## config.mk

```make
export PLATFORM = sky130hd
export DESIGN_NAME = ltps_mul
export DESIGN_NICKNAME = d
export VERILOG_FILES = /design/src/design/ltps_pkg.sv /design/src/design/ltps_mul.sv
export SDC_FILE = /design/constraint.sdc
export NUM_CORES = 2
export LEC_CHECK = 0
export ABC_AREA = 1
export BUFFER_PORTS_ARGS = -buffer_cell sky130_fd_sc_hd__buf_2
export CORE_MARGIN = 1.5
export CORE_UTILIZATION = 45
export CTS_CLUSTER_SIZE = 10
export DETAILED_ROUTE_END_ITERATION = 8
export PLACE_DENSITY_LB_ADDON = 0.3
export SYNTH_ARGS = -nofsm -noshare
export SYNTH_HDL_FRONTEND = slang
export SYNTH_SLANG_ARGS = --single-unit
```

## constraint.sdc

```tcl
create_clock -name clk -period 16.31 [get_ports clk]
set_clock_uncertainty 0.05 [all_clocks]
set_input_delay 3.262 -clock clk [delete_from_list [all_inputs] [get_ports clk]]
set_output_delay 3.262 -clock clk [all_outputs]
set_load 0.01 [all_outputs]
```

## src/design/ltps_pkg.sv

```systemverilog
`timescale 1ns / 1ps

package ltps_pkg;

  localparam int CoefWidth  = 48;
  localparam int LimitWidth = 63;
  localparam int CfgWidth   = 63;
  localparam int IndexWidth = 3;

  localparam logic [IndexWidth-1:0] CFG_STIFFNESS  = 3'd0;
  localparam logic [IndexWidth-1:0] CFG_DAMPING    = 3'd1;
  localparam logic [IndexWidth-1:0] CFG_NOISE_GAIN = 3'd2;
  localparam logic [IndexWidth-1:0] CFG_DRIFT      = 3'd3;
  localparam logic [IndexWidth-1:0] CFG_MOD_DEPTH  = 3'd4;
  localparam logic [IndexWidth-1:0] CFG_LOSS_LIMIT = 3'd5;

  localparam logic signed [63:0] SAT_MAX = 64'sh7FFF_FFFF_FFFF_FFFF;
  localparam logic signed [63:0] SAT_MIN = 64'sh8000_0000_0000_0000;
  localparam logic signed [63:0] Q48_ONE = 64'sh0001_0000_0000_0000;
  localparam logic [LimitWidth-1:0] LOSS_LIMIT_RESET = 63'h0001_0000_0000_0000;

  // Right shift applied to the exact product.
  typedef enum logic [1:0] {
    SH_0,
    SH_32,
    SH_48
  } shift_t;

  typedef struct packed {
    logic   start;
    shift_t shift;
  } mul_req_t;

  typedef struct packed {
    logic done;
    logic busy;
  } mul_rsp_t;

  function automatic logic [63:0] mag(input logic signed [63:0] a);
    return a[63] ? (64'd0 - a) : a;
  endfunction

  function automatic logic signed [63:0] sat_add(input logic signed [63:0] a,
                                                 input logic signed [63:0] b);
    logic signed [63:0] s;
    s = a + b;
    if ((a[63] == b[63]) && (s[63] != a[63])) begin
      return a[63] ? SAT_MIN : SAT_MAX;
    end
    return s;
  endfunction

  function automatic logic signed [63:0] sat_sub(input logic signed [63:0] a,
                                                 input logic signed [63:0] b);
    logic signed [63:0] s;
    s = a - b;
    if ((a[63] != b[63]) && (s[63] != a[63])) begin
      return a[63] ? SAT_MIN : SAT_MAX;
    end
    return s;
  endfunction

endpackage

```

## src/design/ltps_mul.sv

```systemverilog
`timescale 1ns / 1ps

module ltps_mul (
  input  logic               clk,
  input  logic               rst,
  input  ltps_pkg::mul_req_t req,
  input  logic signed [63:0] op_a,
  input  logic signed [63:0] op_b,
  output ltps_pkg::mul_rsp_t rsp,
  output logic signed [63:0] product
);
  import ltps_pkg::*;

  typedef enum logic [2:0] {
    M_IDLE,
    M_PART,
    M_DRAIN,
    M_ROUND,
    M_FINISH
  } mstate_t;

  mstate_t        state;
  logic [1:0]     cnt;
  logic [63:0]    a_mag;
  logic [63:0]    b_mag;
  logic           neg;
  shift_t         shift;
  logic [63:0]    part;
  logic [1:0]     part_off;
  logic           part_valid;
  logic [127:0]   acc;
  logic           done;

  logic [31:0]    a_half;
  logic [31:0]    b_half;
  logic [63:0]    part_next;
  logic [127:0]   part_term;
  logic [127:0]   round_term;
  logic [63:0]    r_sel;
  logic           over;
  logic [63:0]    r_clamp;

  // Partial products in the order lo*lo, lo*hi, hi*lo, hi*hi.
  assign a_half    = cnt[1] ? a_mag[63:32] : a_mag[31:0];
  assign b_half    = cnt[0] ? b_mag[63:32] : b_mag[31:0];
  assign part_next = a_half * b_half;

  always_comb begin
    unique case (part_off)
      2'd0:    part_term = {64'd0, part};
      2'd1:    part_term = {32'd0, part, 32'd0};
      default: part_term = {part, 64'd0};
    endcase
  end

  always_comb begin
    round_term = '0;
    r_sel      = acc[63:0];
    over       = |acc[127:64];
    unique case (shift)
      SH_32: begin
        round_term = 128'd1 << 31;
        r_sel      = acc[95:32];
        over       = |acc[127:96];
      end
      SH_48: begin
        round_term = 128'd1 << 47;
        r_sel      = acc[111:48];
        over       = |acc[127:112];
      end
      default: begin
        round_term = '0;
        r_sel      = acc[63:0];
        over       = |acc[127:64];
      end
    endcase
  end

  assign r_clamp = (over || r_sel[63]) ? SAT_MAX : r_sel;

  always_ff @(posedge clk) begin
    if (rst) begin
      state      <= M_IDLE;
      cnt        <= '0;
      part_valid <= 1'b0;
      done       <= 1'b0;
    end else begin
      done <= 1'b0;
      unique case (state)
        M_IDLE: begin
          if (req.start) begin
            a_mag      <= mag(op_a);
            b_mag      <= mag(op_b);
            neg        <= op_a[63] ^ op_b[63];
            shift      <= req.shift;
            acc        <= '0;
            cnt        <= '0;
            part_valid <= 1'b0;
            state      <= M_PART;
          end
        end
        M_PART: begin
          part       <= part_next;
          part_off   <= {1'b0, cnt[1]} + {1'b0, cnt[0]};
          part_valid <= 1'b1;
          if (part_valid) begin
            acc <= acc + part_term;
          end
          cnt <= cnt + 2'd1;
          if (cnt == 2'd3) begin
            state <= M_DRAIN;
          end
        end
        M_DRAIN: begin
          acc        <= acc + part_term;
          part_valid <= 1'b0;
          state      <= M_ROUND;
        end
        M_ROUND: begin
          acc   <= acc + round_term;
          state <= M_FINISH;
        end
        M_FINISH: begin
          product <= neg ? (64'sd0 - r_clamp) : r_clamp;
          done    <= 1'b1;
          state   <= M_IDLE;
        end
        default: state <= M_IDLE;
      endcase
    end
  end

  assign rsp.done = done;
  assign rsp.busy = (state != M_IDLE);

  a_done_single: assert property (@(posedge clk) disable iff (rst) done |=> !done)
    else $error("multiplier done lasted more than one cycle");
  a_start_busy: assert property (@(posedge clk) disable iff (rst)
    (req.start && state == M_IDLE) |=> rsp.busy)
    else $error("multiplier did not start");
  a_done_idle: assert property (@(posedge clk) disable iff (rst) done |-> !rsp.busy)
    else $error("multiplier finished but still busy");

endmodule

```

==> flow_metrics.py <==
metrics = {
    "status": {
        "run_status": "complete, but fails checks",
        "violations": "DRC",
    },
    "sta": {
        "slew-limit-headroom_pct": 16.0,
        "clock.fmax_ghz": 0.107,
        "finalHoldViolations": 0,
        "grt_setup_unrepaired": "false",
        "totalNegativeSetupSlack_ns": 0,
        "final_max_slew_viol_count": 0,
        "final.period_utilization_pct": 57.6,
        "max_slew.worst_pin.slew_ns": 1.26,
        "setup-violations-final": 0,
        "post-route-min-period_ns": 9.39,
    },
    "yosys": {
        "syn_nets": 10000,
        "synth-warning-count": 0,
        "mappedNetlistArea_um2": 65100,
        "synthesis.instances": 8615,
        "synth_top_cells_by_area": "sky130_fd_sc_hd__fa_1 28%, sky130_fd_sc_hd__edfxtp_1 18%, sky130_fd_sc_hd__inv_1 9.6%",
        "synth_area_per_cell_um2": 7.56,
        "ys_ff_latch": 396,
        "ys.flop_type": "sky130_fd_sc_hd__edfxtp_1",
        "most_area_hungry_cell_type_in_the_yosys_netlist": "sky130_fd_sc_hd__fa_1",
        "synth-edff-count": 389,
        "synth_async_sr_flop_share_pct": 0,
        "synth.distinct_cells": 61,
        "ys_seq_area_share_pct": 18.2,
        "yosysTopAreaCellShare_pct": 27.6,
    },
    "placement": {
        "dp_hpwl_mm": 220,
        "routabilityCongestion": 1.06,
        "count_of_buffers_from_port_buffering": 198,
        "placedInstanceArea_um2": 68300,
    },
    "cts": {
        "worst_setup_hold_path_clk_slew_ns": 0.06,
        "cts_made_buffers": 52,
        "cts_setup_buffers": 0,
        "cts_num_sinks": 396,
        "htreeDepth": 2,
        "tritoncts": "yes",
        "post_cts_resized": 0,
        "ctsLongestPathBuffers": 3,
        "clock_latency_ns": 0.70,
        "cts_hold_buf": 0,
        "clock-root-buffer": "sky130_fd_sc_hd__clkbuf_16",
    },
    "setup_path": {
        "type_of_destination_of_the_critical_path": "flop",
        "worst_path_largest_cell_delay_ns": 1.04,
        "cp.arrival_ns": 9.75,
        "crit_buf_inv": 5,
        "cp_slowest_cell": "sky130_fd_sc_hd__inv_1",
        "path_delay_family": "adder cells",
        "critical_path_required_ns": 16.67,
        "critical-path-top-cell-by-count": "sky130_fd_sc_hd__fa_1",
        "cp_max_fo": 67,
        "criticalPathCategory": "flop to flop",
        "timing.critical_path.from_type": "flop",
    },
    "die": {
        "dieWidth_um": 383,
        "die_height_um": 383,
        "core_area_um2": 144000,
        "io_pins": 199,
        "starting_density_of_the_core_pct": 45.3,
        "num_rows": 139,
        "die_area_um2": 147000,
    },
    "detailed_routing": {
        "drcViolationCount": 9,
        "wirelength_mm": 264,
        "num_vias": 60200,
        "drt-pass1-iter-count": 9,
        "drt.antenna.violating_nets": 0,
        "first_iter_violations": 6077,
        "wl_per_cell_um": 24.8,
        "drt-vias-per-instance": 5.66,
    },
    "grt": {
        "grt_util_all_layers_pct": 35.9,
        "grt_pass1_wl_mm": 389,
        "grt_antenna_before_repair": 3,
        "first_global_vias": 61000,
        "gr-total-overflow": 0,
        "grt_max_degree": 129,
    },
    "cells_and_area": {
        "layout.nets": 10100,
        "post_route_cell_area_um2": 70000,
        "area_growth_pct": 7.47,
        "fillers": 14500,
        "diodes": 0,
        "postLayoutCoreUtil_pct": 48.7,
        "post_route_cells_drive_above_1_share_pct": 5.73,
    },
    "worst_hold_path": {
        "hp-class": "flop to flop",
    },
    "run": {
        "max_cap_viol_count": 0,
    },
}
tightest hold or removal path, stage by stage, from the launching register on:
cell and delay [ns]:
sky130_fd_sc_hd__dfxtp_1 0.30, sky130_fd_sc_hd__nand3_1 0.07, sky130_fd_sc_hd__a21oi_1 0.05
cell families (layout without fill, tap and decap cells):
| kind of cell | count (synthesis) | in the layout | synth area share (%) |
|---|---|---|---|
| xor+xnor | 217 | 217 | 2.92 |
| flops | 396 | 396 | 18.2 |
| buf+inv | 1965 | 2075 | 11.5 |
| mux | 12 | 12 | 0.190 |
| fa+ha+maj | 1293 | 1293 | 35.2 |
| compound gates | 1264 | 1264 | 10.5 |
| simple gates | 3468 | 3468 | 21.6 |
synthesized netlist by cell type (all sizes together), types with 7 or more instances:
master and count:
a22o 13, edfxtp 389, a21o 22, nor3 84
ha 396, o21a 44, a31oi 45, nand3 239
nor4 35, xnor2 81, dfxtp 7, clkinv 32
nor2 1521, clkbuf 223, o211ai 14, inv 1663
nand3b 7, nand2 1462, mux2i 12, buf 47
xor2 136, fa 897, o21bai 22, o22ai 23
o21ai 550, a21boi 14, or2 40, nand4 69
a21oi 496
cell usage in the layout, fill, tap and decap left out, types with 44 or more instances in the layout:
| cell type | synthesis | final |
|---|---|---|
| sky130_fd_sc_hd__nor3_1 | 80 | 80 |
| sky130_fd_sc_hd__xnor2_1 | 81 | 81 |
| sky130_fd_sc_hd__xor2_1 | 136 | 136 |
| sky130_fd_sc_hd__o21ai_0 | 496 | 471 |
| sky130_fd_sc_hd__edfxtp_1 | 389 | 389 |
| sky130_fd_sc_hd__nor2_1 | 1501 | 1494 |
| sky130_fd_sc_hd__nand4_1 | 66 | 66 |
| sky130_fd_sc_hd__a21oi_1 | 496 | 496 |
| sky130_fd_sc_hd__o21a_1 | 44 | 44 |
| sky130_fd_sc_hd__clkbuf_16 | 0 | 53 |
| sky130_fd_sc_hd__buf_4 | 5 | 91 |
| sky130_fd_sc_hd__ha_1 | 396 | 396 |
| sky130_fd_sc_hd__a31oi_1 | 45 | 45 |
| sky130_fd_sc_hd__o21ai_2 | 2 | 44 |
| sky130_fd_sc_hd__nand2_1 | 1453 | 1452 |
| sky130_fd_sc_hd__inv_1 | 1661 | 1661 |
| sky130_fd_sc_hd__fa_1 | 897 | 897 |
| sky130_fd_sc_hd__buf_2 | 19 | 198 |
| sky130_fd_sc_hd__nand3_1 | 232 | 232 |
layout make-up:
type                            instances  area (µm²)  share of cell area, %
Clock buffer                           70        1400                   2.00
Clock inverter                         20         283                  0.404
Inverter                             1695        6360                   9.09
Multi-Input combinational cell       6254       46000                   65.8
Sequential cell                       396       11800                   16.9
Tap cell                             1903        2380                   3.40
Timing Repair Buffer                  290        1690                   2.42
state kept, by name (all words and copies together) (netlist names):
signal,flops
done,1
neg,1
part_valid,1
b_mag,64
shift,2
part_off,2
acc,128
part,64
state,3
a_mag,64
cnt,2
product,64
routing by layer:
| metal | global-route usage, % | vias to the layer above | wire length (µm) |
|---|---|---|---|
| met5 | 0 | - | 13 |
| met4 | 25.1 | 2 | 22500 |
| met3 | 6.19 | 799 | 22200 |
| met2 | 59.1 | 3126 | 122000 |
| met1 | 42.7 | 29300 | 97300 |
| li1 | - | 27000 | - |
through the flow:
step | worst slack, ns | cells | hold slack (ns)
floorplan | 6.11 | 8615 | 0.404
global placement | 6.95 | 10500 | 0.416
detailed placement | 6.96 | 10500 | 0.421
CTS | 6.93 | 10600 | 0.430
global route | 6.60 | 10600 | 0.460
finish | 6.92 | 10600 | 0.430
worst paths after layout:
path                end  slack [ns]  depth (start not counted)  startpoint
min reg2reg  part_valid        0.43                          2  part_valid
max            part[55]        6.92                         25      cnt[0]
max reg2reg    part[55]        6.92                         25      cnt[0]
min          part_valid        0.43                          2  part_valid
Power is not shown: default switching activity piles up to over one toggle a cycle in this logic, so the estimate is an artifact.
